File: src/design/rrps_pkg.sv
// shared types and constants of the round-robin packet scheduler
package rrps_pkg;

   localparam int TimeWidth   = 32;
   localparam int QueueWidth  = 2;
   localparam int IdWidth     = 16;
   localparam int LenWidth    = 16;
   localparam int RateWidth   = 32;
   localparam int ReqDataWidth = 72;
   localparam int RspDataWidth = 56;

   localparam logic ReqArrival = 1'b0;
   localparam logic ReqFlush   = 1'b1;

   localparam logic StatusSent    = 1'b0;
   localparam logic StatusDropped = 1'b1;

   // controller to datapath
   typedef struct packed {
      logic load;      // latch the request word
      logic pick;      // search round robin and read the head entry
      logic mul;       // service time product
      logic serve;     // send the head packet
      logic enq;       // store or drop the arriving packet
      logic set_idle;  // link goes idle
      logic finish;    // release the held result as last
   } cmd_type;

   // datapath to controller
   typedef struct packed {
      logic is_flush;
      logic any_queued;
      logic serve_cond;
      logic drop;
      logic pend_valid;
      logic out_free;
   } status_type;

endpackage

File: src/design/rrps_ctrl.sv
// sequencing state machine of the scheduler
module rrps_ctrl (
   input  logic               clock,
   input  logic               reset,
   input  logic               req_tvalid,
   output logic               req_tready,
   input  rrps_pkg::status_type stat,
   output rrps_pkg::cmd_type  cmd
);

   typedef enum logic [6:0] {
      ST_IDLE   = 7'b0000001,
      ST_CHECK  = 7'b0000010,
      ST_SEARCH = 7'b0000100,
      ST_MUL    = 7'b0001000,
      ST_SERVE  = 7'b0010000,
      ST_ENQ    = 7'b0100000,
      ST_DONE   = 7'b1000000
   } state_type;

   state_type state_ff, state_in;
   logic      blocked;

   assign blocked    = stat.pend_valid && !stat.out_free;
   assign req_tready = (state_ff == ST_IDLE);

   always_comb begin
      state_in = state_ff;
      cmd      = '0;
      case (state_ff)
         ST_IDLE: begin
            if (req_tvalid) begin
               cmd.load = 1'b1;
               state_in = ST_CHECK;
            end
         end
         ST_CHECK: begin
            if (stat.is_flush) begin
               if (stat.any_queued) begin
                  state_in = ST_SEARCH;
               end else begin
                  cmd.set_idle = 1'b1;
                  state_in     = ST_DONE;
               end
            end else if (stat.serve_cond) begin
               if (stat.any_queued) begin
                  state_in = ST_SEARCH;
               end else begin
                  // everything sent: idle, then re-check
                  cmd.set_idle = 1'b1;
               end
            end else begin
               state_in = ST_ENQ;
            end
         end
         ST_SEARCH: begin
            cmd.pick = 1'b1;
            state_in = ST_MUL;
         end
         ST_MUL: begin
            cmd.mul  = 1'b1;
            state_in = ST_SERVE;
         end
         ST_SERVE: begin
            if (!blocked) begin
               cmd.serve = 1'b1;
               state_in  = ST_CHECK;
            end
         end
         ST_ENQ: begin
            if (!(stat.drop && blocked)) begin
               cmd.enq  = 1'b1;
               state_in = ST_DONE;
            end
         end
         ST_DONE: begin
            if (!blocked) begin
               cmd.finish = 1'b1;
               state_in   = ST_IDLE;
            end
         end
         default: begin
            state_in = ST_IDLE;
         end
      endcase
   end

   always_ff @(posedge clock) begin
      if (reset) begin
         state_ff <= ST_IDLE;
      end else begin
         state_ff <= state_in;
      end
   end

endmodule

File: src/design/rrps_dp.sv
// queues, link timing and result registers of the scheduler
module rrps_dp #(
   parameter int NUM_QUEUES  = 4,
   parameter int QUEUE_DEPTH = 8
) (
   input  logic                                clock,
   input  logic                                reset,
   input  logic                                csr_wr_en,
   input  logic [rrps_pkg::RateWidth-1:0]      csr_wr_data,
   input  logic                                req_tuser,
   input  logic [rrps_pkg::ReqDataWidth-1:0]   req_tdata,
   output logic                                rsp_tvalid,
   input  logic                                rsp_tready,
   output logic [rrps_pkg::RspDataWidth-1:0]   rsp_tdata,
   output logic                                rsp_tuser,
   output logic                                rsp_tlast,
   input  rrps_pkg::cmd_type                   cmd,
   output rrps_pkg::status_type                stat
);

   localparam int QW = (NUM_QUEUES > 1) ? $clog2(NUM_QUEUES) : 1;
   localparam int DW = (QUEUE_DEPTH > 1) ? $clog2(QUEUE_DEPTH) : 1;
   localparam int CW = $clog2(QUEUE_DEPTH + 1);
   localparam int SW = CW + 1;
   localparam int AW = QW + DW;
   localparam int TW = rrps_pkg::TimeWidth;
   localparam int PW = rrps_pkg::LenWidth + rrps_pkg::RateWidth;
   localparam int EW = rrps_pkg::IdWidth + rrps_pkg::LenWidth;

   // request word
   logic                             flush_ff;
   logic [TW-1:0]                    arrival_ff;
   logic [rrps_pkg::QueueWidth-1:0]  qnum_ff;
   logic [rrps_pkg::IdWidth-1:0]     id_ff;
   logic [rrps_pkg::LenWidth-1:0]    len_ff;

   logic [rrps_pkg::RateWidth-1:0]   tpl_ff;
   logic [DW-1:0]                    head_ff [NUM_QUEUES];
   logic [CW-1:0]                    cnt_ff [NUM_QUEUES];
   logic [QW-1:0]                    rr_ff;
   logic [TW-1:0]                    link_ff;
   logic                             idle_ff;
   logic [EW-1:0]                    mem [2**AW];
   logic [EW-1:0]                    rd_ff;
   logic [QW-1:0]                    sel_ff;
   logic [PW-1:0]                    prod_ff;

   // held result, released once the next one is known
   logic                             pend_valid_ff;
   logic [TW-1:0]                    pend_time_ff;
   logic [rrps_pkg::IdWidth-1:0]     pend_id_ff;
   logic [rrps_pkg::QueueWidth-1:0]  pend_q_ff;
   logic                             pend_st_ff;

   logic                             out_valid_ff;
   logic [TW-1:0]                    out_time_ff;
   logic [rrps_pkg::IdWidth-1:0]     out_id_ff;
   logic [rrps_pkg::QueueWidth-1:0]  out_q_ff;
   logic                             out_st_ff;
   logic                             out_last_ff;

   logic [QW-1:0]                    found_q;
   logic                             any_queued;
   logic [QW-1:0]                    arr_q;
   logic                             drop;
   logic [SW-1:0]                    slot_sum;
   logic [DW-1:0]                    slot;
   logic [TW:0]                      sum;
   logic [TW-1:0]                    new_time;
   logic                             out_free;
   logic                             push;
   logic [QW-1:0]                    rr_next;

   // first non-empty queue at or after the round-robin pointer
   always_comb begin
      int idx;
      found_q    = '0;
      any_queued = 1'b0;
      for (int h = NUM_QUEUES - 1; h >= 0; h--) begin
         idx = int'(rr_ff) + h;
         if (idx >= NUM_QUEUES) begin
            idx = idx - NUM_QUEUES;
         end
         if (cnt_ff[QW'(idx)] != '0) begin
            found_q    = QW'(idx);
            any_queued = 1'b1;
         end
      end
   end

   assign arr_q    = QW'(qnum_ff);
   assign drop     = (32'(qnum_ff) >= NUM_QUEUES) ||
                     (cnt_ff[arr_q] >= CW'(QUEUE_DEPTH));
   always_comb begin
      slot_sum = SW'(head_ff[arr_q]) + SW'(cnt_ff[arr_q]);
      if (slot_sum >= SW'(QUEUE_DEPTH)) begin
         slot_sum = slot_sum - SW'(QUEUE_DEPTH);
      end
   end
   assign slot     = slot_sum[DW-1:0];

   assign sum      = {1'b0, link_ff} + {1'b0, prod_ff[PW-1:16]};
   assign new_time = sum[TW] ? {TW{1'b1}} : sum[TW-1:0];
   assign rr_next  = (sel_ff == QW'(NUM_QUEUES - 1)) ? '0 : sel_ff + 1'b1;

   assign out_free = !out_valid_ff || rsp_tready;
   assign push     = cmd.serve || (cmd.enq && drop);

   assign stat.is_flush   = flush_ff;
   assign stat.any_queued = any_queued;
   assign stat.serve_cond = !idle_ff && (arrival_ff >= link_ff);
   assign stat.drop       = drop;
   assign stat.pend_valid = pend_valid_ff;
   assign stat.out_free   = out_free;

   always_ff @(posedge clock) begin
      if (cmd.load) begin
         flush_ff   <= req_tuser;
         arrival_ff <= req_tdata[31:0];
         qnum_ff    <= req_tdata[33:32];
         id_ff      <= req_tdata[49:34];
         len_ff     <= req_tdata[65:50];
      end
      if (cmd.pick) begin
         sel_ff <= found_q;
         rd_ff  <= mem[{found_q, head_ff[found_q]}];
      end
      if (cmd.mul) begin
         prod_ff <= PW'(rd_ff[rrps_pkg::LenWidth-1:0]) * PW'(tpl_ff);
      end
      if (cmd.enq && !drop) begin
         mem[{arr_q, slot}] <= {id_ff, len_ff};
      end
   end

   always_ff @(posedge clock) begin
      if (reset) begin
         tpl_ff  <= rrps_pkg::RateWidth'(32'd16777216);
         rr_ff   <= '0;
         link_ff <= '0;
         idle_ff <= 1'b1;
         for (int i = 0; i < NUM_QUEUES; i++) begin
            head_ff[i] <= '0;
            cnt_ff[i]  <= '0;
         end
      end else begin
         if (csr_wr_en) begin
            tpl_ff <= csr_wr_data;
         end
         if (cmd.set_idle) begin
            idle_ff <= 1'b1;
         end
         if (cmd.serve) begin
            link_ff         <= new_time;
            rr_ff           <= rr_next;
            cnt_ff[sel_ff]  <= cnt_ff[sel_ff] - 1'b1;
            head_ff[sel_ff] <= (head_ff[sel_ff] == DW'(QUEUE_DEPTH - 1)) ?
                               '0 : head_ff[sel_ff] + 1'b1;
         end
         if (cmd.enq && !drop) begin
            cnt_ff[arr_q] <= cnt_ff[arr_q] + 1'b1;
            if (idle_ff) begin
               link_ff <= arrival_ff;
               idle_ff <= 1'b0;
            end
         end
      end
   end

   // result word staging
   always_ff @(posedge clock) begin
      if (reset) begin
         pend_valid_ff <= 1'b0;
         out_valid_ff  <= 1'b0;
      end else begin
         if (rsp_tready) begin
            out_valid_ff <= 1'b0;
         end
         if ((push || cmd.finish) && pend_valid_ff) begin
            out_valid_ff <= 1'b1;
            out_time_ff  <= pend_time_ff;
            out_id_ff    <= pend_id_ff;
            out_q_ff     <= pend_q_ff;
            out_st_ff    <= pend_st_ff;
            out_last_ff  <= cmd.finish;
         end
         if (cmd.finish) begin
            pend_valid_ff <= 1'b0;
         end
         if (cmd.serve) begin
            pend_valid_ff <= 1'b1;
            pend_time_ff  <= new_time;
            pend_id_ff    <= rd_ff[EW-1:rrps_pkg::LenWidth];
            pend_q_ff     <= rrps_pkg::QueueWidth'(sel_ff);
            pend_st_ff    <= rrps_pkg::StatusSent;
         end else if (cmd.enq && drop) begin
            pend_valid_ff <= 1'b1;
            pend_time_ff  <= '0;
            pend_id_ff    <= id_ff;
            pend_q_ff     <= qnum_ff;
            pend_st_ff    <= rrps_pkg::StatusDropped;
         end
      end
   end

   assign rsp_tvalid = out_valid_ff;
   assign rsp_tdata  = {6'b0, out_q_ff, out_id_ff, out_time_ff};
   assign rsp_tuser  = out_st_ff;
   assign rsp_tlast  = out_last_ff;

endmodule

File: src/design/round_robin_packet_scheduler_unit.sv
// round-robin packet scheduler: one result word per sent or dropped packet
// steps: a check after the accept, then per packet sent the states search, multiply and serve
// (search with head read, 16x32 multiply, saturating add); going idle on an arrival adds a re-check
// one item in flight; the next is taken once all its result words are staged
// reset: synchronous, queues empty, link idle at time 0, time_per_length = 256 ticks
// queue store contents are not cleared; only counted entries are read
module round_robin_packet_scheduler_unit #(
   parameter int NUM_QUEUES  = 4,
   parameter int QUEUE_DEPTH = 8
) (
   input  logic                               clock,
   input  logic                               reset,
   input  logic                               csr_wr_en,
   input  logic [rrps_pkg::RateWidth-1:0]     csr_wr_data,
   input  logic                               req_tvalid,
   output logic                               req_tready,
   // arrival_time, queue_number, packet_id, packet_length, zero pad
   input  logic [rrps_pkg::ReqDataWidth-1:0]  req_tdata,
   // req_type
   input  logic                               req_tuser,
   output logic                               rsp_tvalid,
   input  logic                               rsp_tready,
   // finish_time, out_packet_id, out_queue, zero pad
   output logic [rrps_pkg::RspDataWidth-1:0]  rsp_tdata,
   // status
   output logic                               rsp_tuser,
   output logic                               rsp_tlast
);

   rrps_pkg::cmd_type    cmd;
   rrps_pkg::status_type stat;

   rrps_ctrl u_ctrl (
      .clock      (clock),
      .reset      (reset),
      .req_tvalid (req_tvalid),
      .req_tready (req_tready),
      .stat       (stat),
      .cmd        (cmd)
   );

   rrps_dp #(
      .NUM_QUEUES  (NUM_QUEUES),
      .QUEUE_DEPTH (QUEUE_DEPTH)
   ) u_dp (
      .clock       (clock),
      .reset       (reset),
      .csr_wr_en   (csr_wr_en),
      .csr_wr_data (csr_wr_data),
      .req_tuser   (req_tuser),
      .req_tdata   (req_tdata),
      .rsp_tvalid  (rsp_tvalid),
      .rsp_tready  (rsp_tready),
      .rsp_tdata   (rsp_tdata),
      .rsp_tuser   (rsp_tuser),
      .rsp_tlast   (rsp_tlast),
      .cmd         (cmd),
      .stat        (stat)
   );

endmodule

File: config.mk
export PLATFORM = sky130hd
export DESIGN_NAME = round_robin_packet_scheduler_unit
export DESIGN_NICKNAME = d
export VERILOG_FILES = /design/src/design/rrps_pkg.sv /design/src/design/rrps_ctrl.sv /design/src/design/rrps_dp.sv /design/src/design/round_robin_packet_scheduler_unit.sv
export SDC_FILE = /design/constraint.sdc
export NUM_CORES = 2
export LEC_CHECK = 0
export ABC_AREA = 1
export BUFFER_PORTS_ARGS = -buffer_cell sky130_fd_sc_hd__buf_2
export CORE_MARGIN = 2
export CORE_UTILIZATION = 30
export CTS_BUF_LIST = sky130_fd_sc_hd__clkbuf_4
export CTS_CLUSTER_DIAMETER = 80
export CTS_CLUSTER_SIZE = 12
export DETAILED_ROUTE_END_ITERATION = 7
export SYNTH_ARGS = -nofsm -noshare
export SYNTH_HDL_FRONTEND = slang
export SYNTH_SLANG_ARGS = --single-unit
File: constraint.sdc
create_clock -name clock -period 6.9 [get_ports clock]
set_input_delay 0.345 -clock clock [delete_from_list [all_inputs] [get_ports clock]]
set_output_delay 0.345 -clock clock [all_outputs]
set_load 0.005 [all_outputs]
### Yosys cells after proc, flatten, opt, wreduce, memory -nomap -nowiden

Memories as Yosys holds them, arrays and structs flattened. A register that Yosys moved wholly into a read port is not among the register bits.
Index checks and enable logic that the tools add are counted.

* memories: 3
* bits in read-only memories: 0
* RAM bits: 1052
* register bits: 296
* word-level logic and storage cells: 167
* latch bits: 0
* bits of input ports: 110
* output and inout bits: 60

Memories
* u_dp.mem: words 32, bits a word 32, read ports 1, clocked after Yosys merged registers in 1, wr ports 1, RTL line rrps_dp.sv:43 `logic [EW-1:0] mem [2**AW];`
* u_dp.cnt_ff: words 4, bits a word 4, read ports 6, clocked after Yosys merged registers in 2, wr ports 4, RTL line rrps_dp.sv:39 `logic [CW-1:0] cnt_ff [NUM_QUEUES];`
* u_dp.head_ff: words 4, bits a word 3, read ports 3, clocked after Yosys merged registers in 2, wr ports 4, RTL line rrps_dp.sv:38 `logic [DW-1:0] head_ff [NUM_QUEUES];`

* equal/unequal tests: 14
* bitwise logic cells: 1
* shift operators: 0
* $mul: 1
* reductions and logical operators: 26
* add/sub/neg operators: 14
* div/mod/pow operators: 0
* $lt $le $gt $ge: 7
* mux-type cells: 78

Operator list (count)
* 32-bit 2-to-1 mux: 6
* 7-bit 2-to-1 mux: 8
* 7-bit one-hot mux with 7 select lines: 1
* 16-bit by 32-bit multiplier with 48-bit output: 1
* 1-bit 2-to-1 mux: 38
* 2-bit 2-to-1 mux: 18
* 32-bit by 32-bit adder with 33-bit output: 1
* 32-bit greater-or-equal comparator: 1
* 16-bit 2-to-1 mux: 2
* 4-bit nonzero test: 4
* 3-bit greater-or-equal comparator, second input constant: 3
* 3-bit 2-to-1 mux: 3
* 4-bit 2-to-1 mux: 2
* 2-bit != test, second input constant: 4
* 4-bit OR reduction: 2
* 2-bit by 1-bit subtractor with 2-bit output, second input constant: 4
* 7-bit by 1-bit == test with 1-bit output, second input constant: 1
* 7-bit by 2-bit == test with 1-bit output, second input constant: 1
* 7-bit by 3-bit == test with 1-bit output, second input constant: 1
* 7-bit by 4-bit == test with 1-bit output, second input constant: 1
* 7-bit by 5-bit == test with 1-bit output, second input constant: 1
* 7-bit by 6-bit == test with 1-bit output, second input constant: 1
* 7-bit == test, second input constant: 1
* 2-bit by 2-bit adder with 3-bit output, second input constant: 2
* 22 further kinds: 34

### Logic depth before layout (Yosys ltp)

An unclocked memory read counts as a cell.

* depth after elaboration: 16
* depth in mapped cells: 32
* mapped depth without buffers: 30

### Hierarchy

Synthesis repeated with hierarchy kept, for this count alone.

* cell total of the unflattened synthesis: 7851
* area total of the unflattened synthesis: 77195.3 µm²

Modules (own cells, without submodules)
* rrps_dp: instances 1, cells an instance 7755, area an instance 76606.0 µm², sequential area each 40178.5 µm²
* rrps_ctrl: instances 1, cells an instance 96, area an instance 589.3 µm², sequential area each 140.1 µm²

### Worst setup path before layout

OpenSTA, ideal clock, no wires.

* path kind: reg2reg
* from: reg u_dp.tpl_ff[16] (netlist bit)
* to: reg u_dp.prod_ff[46] (data pin)
* library setup time: 0.258 ns
* clock period less this slack: 5.916 ns
* data arrival time: 5.659 ns
* cell stages (with the launch flop): 25
* slack: 0.984 ns
* path buffers: 2
* data required time: 6.642 ns
* cells stage by stage: dfxtp_1 -> clkbuf_1 -> clkbuf_1 -> nand2_1 -> fa_1 -> fa_1 -> fa_1 -> inv_1 -> fa_1 -> fa_1 -> inv_1 -> fa_1 -> inv_1 -> ha_1 -> a21oi_1 -> o21ai_0 -> a21oi_1 -> nand2_1 -> a21oi_1 -> o21ai_0 -> a21boi_0 -> inv_1 -> nand3_1 -> nand2_1 -> xor2_1

* cells in the longest elaborated chain, start to end: 1

RTL lines
* start, declared: RTL line rrps_dp.sv:37 `logic [rrps_pkg::RateWidth-1:0] tpl_ff;`
* start signal, assigned: RTL line rrps_dp.sv:138 `tpl_ff <= rrps_pkg::RateWidth'(32'd16777216);`
* start signal, assigned: RTL line rrps_dp.sv:148 `tpl_ff <= csr_wr_data;`
* 16-bit by 32-bit multiplier with 48-bit output: RTL line rrps_dp.sv:129 `prod_ff <= PW'(rd_ff[rrps_pkg::LenWidth-1:0]) * PW'(tpl_ff);`
* end signal, assigned: RTL line rrps_dp.sv:129
* end, declared: RTL line rrps_dp.sv:46 `logic [PW-1:0] prod_ff;`

Every way passes these cells.
A chain may end at the register's enable or synchronous reset.

### Final worst setup path

* from: reg u_dp.tpl_ff[6] (netlist bit)
* to: reg u_dp.prod_ff[45] (data pin)

Same word-level chain as after synthesis.

==> impl_metrics.prom <==
# TYPE chip_impl_metric gauge
chip_impl_metric{name="die_w",unit="um"} 511
chip_impl_info{name="timing.hold.worst.start",value="req_tvalid"} 1
chip_impl_metric{name="groute.usage.overall",unit="%"} 16.6
chip_impl_info{name="path_common_cell",value="sky130_fd_sc_hd__fa_1"} 1
chip_impl_metric{name="slew_headroom",unit="%"} 15.6
chip_impl_info{name="crit_path_start",value="u_dp.tpl_ff[6]"} 1
chip_impl_metric{name="reg2regPathDepth",unit=""} 23
chip_impl_metric{name="maximum_number_of_pins_on_one_net_before_global_route_repair",unit=""} 155
chip_impl_metric{name="post_synth_inst_count",unit=""} 8068
chip_impl_metric{name="power.net_switching",unit="uW"} 7760
chip_impl_metric{name="route.detailed.vias_per_inst",unit=""} 4.73
chip_impl_info{name="critPathKind",value="register to register"} 1
chip_impl_metric{name="drive_gt1_share",unit="%"} 6.49
chip_impl_info{name="ys_top_cells_by_area",value="sky130_fd_sc_hd__edfxtp_1 (50%), sky130_fd_sc_hd__fa_1 (11%), sky130_fd_sc_hd__inv_1 (9.2%)"} 1
chip_impl_metric{name="synth_top_cell_area_share",unit="%"} 50.3
chip_impl_info{name="r2r-end",value="u_dp.prod_ff[45]"} 1
chip_impl_metric{name="clock_power_share",unit="%"} 18.6
chip_impl_metric{name="drv_cap",unit=""} 0
chip_impl_metric{name="cts_buffer_depth",unit=""} 3
chip_impl_metric{name="peakVddDrop",unit="uV"} 294
chip_impl_metric{name="power.internal",unit="uW"} 13500
chip_impl_metric{name="area_growth",unit="%"} 11.3
chip_impl_metric{name="setup-tns-final",unit="ps"} 0
chip_impl_info{name="worst_setup_path_start_kind",value="register"} 1
chip_impl_metric{name="max_clock_freq",unit="MHz"} 153
chip_impl_metric{name="route.detailed.wl_per_inst",unit="um"} 18.7
chip_impl_info{name="critical_path.endpoint_type",value="register"} 1
chip_impl_metric{name="synth_sequential_area_ratio",unit="%"} 52.4
chip_impl_metric{name="placementRows",unit=""} 185
chip_impl_metric{name="synth-warning-count",unit=""} 0
chip_impl_metric{name="setup_viol",unit=""} 0
chip_impl_metric{name="grt_pass1_wl",unit="mm"} 331
chip_impl_metric{name="ctsHtreeMaxLevel",unit=""} 4
chip_impl_metric{name="leakage",unit="uW"} 0.0385
chip_impl_info{name="tritoncts",value="done"} 1
chip_impl_info{name="mostFrequentLayoutCell",value="sky130_fd_sc_hd__inv_1"} 1
chip_impl_info{name="run_status",value="completed"} 1
chip_impl_metric{name="post-route-drc-count",unit=""} 0
chip_impl_metric{name="synth-edff-count",unit=""} 1288
chip_impl_info{name="cts-root-buf",value="sky130_fd_sc_hd__clkbuf_4"} 1
chip_impl_metric{name="netlist_area",unit="um^2"} 77000
chip_impl_metric{name="clkLatencyLatePin",unit="ps"} 1280
chip_impl_metric{name="utilization",unit="%"} 33.6
chip_impl_metric{name="postLayoutSetupSlackWorst",unit="ps"} 350
chip_impl_metric{name="antenna_found_initial",unit=""} 12
chip_impl_metric{name="async_set_or_reset_register_ratio_after_synthesis",unit="%"} 0
chip_impl_metric{name="grt.overflow.total",unit=""} 0
chip_impl_metric{name="worst-path-max-fanout",unit=""} 13
chip_impl_metric{name="first_pass_iters",unit=""} 6
chip_impl_metric{name="rrSetupSlack",unit="ps"} 350
chip_impl_metric{name="power.density_cell_area",unit="nW/um^2"} 248
chip_impl_info{name="critical-path-slowest-cell",value="sky130_fd_sc_hd__dfxtp_1"} 1
chip_impl_metric{name="ant_nets",unit=""} 0
chip_impl_metric{name="ys_types",unit=""} 48
chip_impl_metric{name="power.share.combinational",unit="%"} 32.1
chip_impl_metric{name="netSwitchingFraction",unit="%"} 36.5
chip_impl_metric{name="cp.buffers_inverters",unit=""} 5
chip_impl_metric{name="final_design_area_no_fill",unit="um^2"} 85600
chip_impl_metric{name="clk_transition_reported_paths",unit="ps"} 140
chip_impl_metric{name="finalHoldViolCount",unit=""} 0
chip_impl_info{name="holdCritPathClass",value="primary input to register"} 1
chip_impl_metric{name="initial_core_util",unit="%"} 30.2
chip_impl_metric{name="finalWeightedCongestion",unit=""} 0.861
chip_impl_metric{name="postRouteWirelength",unit="mm"} 220
chip_impl_metric{name="period_share",unit="%"} 94.9
chip_impl_info{name="cp_cell_sequence",value="nand2_1 > inv_1 > fa_1 > inv_1 > fa_1 > fa_1 > fa_1 > inv_1 > fa_1 > inv_1 > fa_1 > inv_1 > ha_1 > nand2_1 > nor2_1 > nand4_1 > o21ai_0 > a21o_1 > a21boi_0 > o21bai_1 > nand3_1 > o21ai_0 > xor2_1"} 1
chip_impl_metric{name="numCtsBuffers",unit=""} 137
chip_impl_metric{name="cp_data_arrival_time",unit="ps"} 7500
chip_impl_metric{name="core_area",unit="um^2"} 255000
chip_impl_info{name="dominantRegCellSynth",value="sky130_fd_sc_hd__edfxtp_1"} 1
chip_impl_metric{name="place.detailed.hpwl",unit="mm"} 134
chip_impl_metric{name="first_iter_violations",unit=""} 5468
chip_impl_info{name="cp_top_family",value="adder cells"} 1
chip_impl_metric{name="met3_wire_length",unit="mm"} 16.6
chip_impl_metric{name="final_net_count",unit=""} 9063
chip_impl_info{name="uppermost_metal_layer_occupied_by_signal_nets",value="met5"} 1
chip_impl_metric{name="die_height",unit="um"} 511
chip_impl_metric{name="first_global_vias",unit=""} 54961
chip_impl_metric{name="min_delay_path_depth",unit=""} 4
chip_impl_metric{name="cts_num_sinks",unit=""} 1370
chip_impl_metric{name="slew_viol_final",unit=""} 0
chip_impl_metric{name="preCtsSetupSlack",unit="ps"} 341
chip_impl_metric{name="register_area",unit="um^2"} 40300
chip_impl_metric{name="numPortBuffers",unit=""} 157
chip_impl_metric{name="routed-wl-met2",unit="mm"} 104
chip_impl_metric{name="wirelength_met1",unit="mm"} 93.5
chip_impl_metric{name="io_pins",unit=""} 170
chip_impl_metric{name="timing.critical_path.slowest_cell_delay",unit="ps"} 760
chip_impl_metric{name="finalClockSkew",unit="ps"} 148
chip_impl_metric{name="placed_cell_area",unit="um^2"} 81800
chip_impl_info{name="unrepaired_setup_endpoints_after_global_routing",value="no"} 1
chip_impl_metric{name="fill_cells",unit=""} 25676
chip_impl_metric{name="multi_input_gate_area",unit="um^2"} 28100
chip_impl_metric{name="die_area",unit="um^2"} 261000
chip_impl_metric{name="worstPathRequired",unit="ps"} 7850
chip_impl_metric{name="seq_power_share",unit="%"} 49.3
chip_impl_metric{name="syn-mean-instance-area",unit="um^2"} 9.54
chip_impl_info{name="hold-path-endpoint",value="u_ctrl.state_ff[0]"} 1
chip_impl_metric{name="period_needed",unit="ps"} 6550
chip_impl_info{name="synth_top_area_cell",value="sky130_fd_sc_hd__edfxtp_1"} 1
chip_impl_metric{name="worstMarginPinSlew",unit="ps"} 1270
chip_impl_metric{name="vias",unit=""} 55691
chip_impl_info{name="r2r-start",value="u_dp.tpl_ff[6]"} 1
chip_impl_metric{name="ys_ff_latch",unit=""} 1370
chip_impl_info{name="most-common-layout-cells",value="sky130_fd_sc_hd__inv_1 (1875), sky130_fd_sc_hd__nand2_1 (1846), sky130_fd_sc_hd__edfxtp_1 (1288)"} 1
-- synthesized netlist by cell type (4+ instances only) --
library cell               count
sky130_fd_sc_hd__a211oi_1      5
sky130_fd_sc_hd__a21boi_0      4
sky130_fd_sc_hd__a21o_1        8
sky130_fd_sc_hd__a21oi_1     143
sky130_fd_sc_hd__a221oi_1      4
sky130_fd_sc_hd__a31oi_1      37
sky130_fd_sc_hd__buf_1        25
sky130_fd_sc_hd__buf_2       115
sky130_fd_sc_hd__buf_4        46
sky130_fd_sc_hd__clkbuf_1    213
sky130_fd_sc_hd__dfxtp_1      82
sky130_fd_sc_hd__edfxtp_1   1288
sky130_fd_sc_hd__fa_1        419
sky130_fd_sc_hd__ha_1        188
sky130_fd_sc_hd__inv_1      1879
sky130_fd_sc_hd__inv_2         7
sky130_fd_sc_hd__nand2_1    1850
sky130_fd_sc_hd__nand2_2       4
sky130_fd_sc_hd__nand3_1    1186
sky130_fd_sc_hd__nand3_2       6
sky130_fd_sc_hd__nand3b_1      7
sky130_fd_sc_hd__nand4_1      12
sky130_fd_sc_hd__nor2_1      251
sky130_fd_sc_hd__nor3_1       10
sky130_fd_sc_hd__nor4_1       13
sky130_fd_sc_hd__o211ai_1      7
sky130_fd_sc_hd__o21a_1       10
sky130_fd_sc_hd__o21ai_0     146
sky130_fd_sc_hd__o21bai_1     11
sky130_fd_sc_hd__o22ai_1       5
sky130_fd_sc_hd__xnor2_1      27
sky130_fd_sc_hd__xor2_1       34
-- per-layer routing --
layer / global-route usage, % / vias to the layer above
met5: 0 / -
met4: 4.64 / 8
met3: 2.67 / 377
met2: 27.8 / 2182
met1: 22.2 / 27245
li1: - / 25879
-- worst min-delay path, stage by stage --
cell	delay, ps
sky130_fd_sc_hd__dlygate4sd3_1	530
sky130_fd_sc_hd__buf_2	180
sky130_fd_sc_hd__nor2_1	90
sky130_fd_sc_hd__nand3b_1	160
-- power by group through the flow --
stage	sequential [uW]	clock (uW)	combinational, uW
after CTS	10500	4060	6870
after global routing	10500	4360	7680
final	10500	3960	6820
after detailed placement	10600	0	6710
after global placement	10600	0	6700
after floorplan	10400	0	4710
-- timing repair --
item | in CTS | in global routing
setup buffers | 0 | 0
setup endpoints to repair | 0 | 3
resized for setup | 0 | 1
hold buffers | 238 | 0
hold endpoints to repair | 202 | 0
-- sequential cells by signal, summed over array words and instances, names as in the netlist, 16 cells and up, named ones only --
| name | count |
|---|---|
| u_dp.prod_ff | 32 |
| u_dp.rd_ff | 32 |
| u_dp.tpl_ff | 32 |
| u_dp.pend_time_ff | 32 |
| u_dp.id_ff | 16 |
| u_dp.mem | 1024 |
| u_dp.link_ff | 32 |
| u_dp.out_id_ff | 16 |
| u_dp.arrival_ff | 32 |
| u_dp.pend_id_ff | 16 |
| u_dp.cnt_ff | 16 |
| u_dp.len_ff | 16 |
| u_dp.out_time_ff | 32 |
-- logic make-up after synthesis --
logic type | share of synthesized area [%]
simple gates | 18.5
buf+inv | 11.6
flops | 52.4
fa+ha+maj | 14.0
compound gates | 2.91
xor+xnor | 0.694
other cells | 0.00487
-- worst max-delay path by stage --
stage | to | slack (ps) | cells after the start
finish | u_dp.prod_ff[45] | 350 | 23
global route | u_dp.prod_ff[45] | 60 | 23
CTS | u_dp.prod_ff[45] | 220 | 23
detailed placement | u_dp.prod_ff[45] | 340 | 23
global placement | u_dp.prod_ff[45] | 270 | 23
floorplan | u_dp.prod_ff[46] | 980 | 24
-- per-stage QoR --
stage / hold WS, ps / total power, uW / instances
global placement: 403 / 17300 / 11335
floorplan: 400 / 15100 / 8073
detailed placement: 405 / 17400 / 11335
CTS: 21.6 / 21400 / 11752
finish: 137 / 21200 / 11762
global route: -3.81 / 22600 / 11761
-- layout make-up --
class                           instances  area share (%)
Sequential cell                      1370            47.1
Multi-Input combinational cell       4416            32.8
Inverter                             1887            8.30
Timing Repair Buffer                  534            5.20
Tap cell                             3366            4.92
Clock buffer                          154            1.35
Clock inverter                         25           0.320
Antenna cell                           10          0.0292
(Power assumes the default switching activity.)
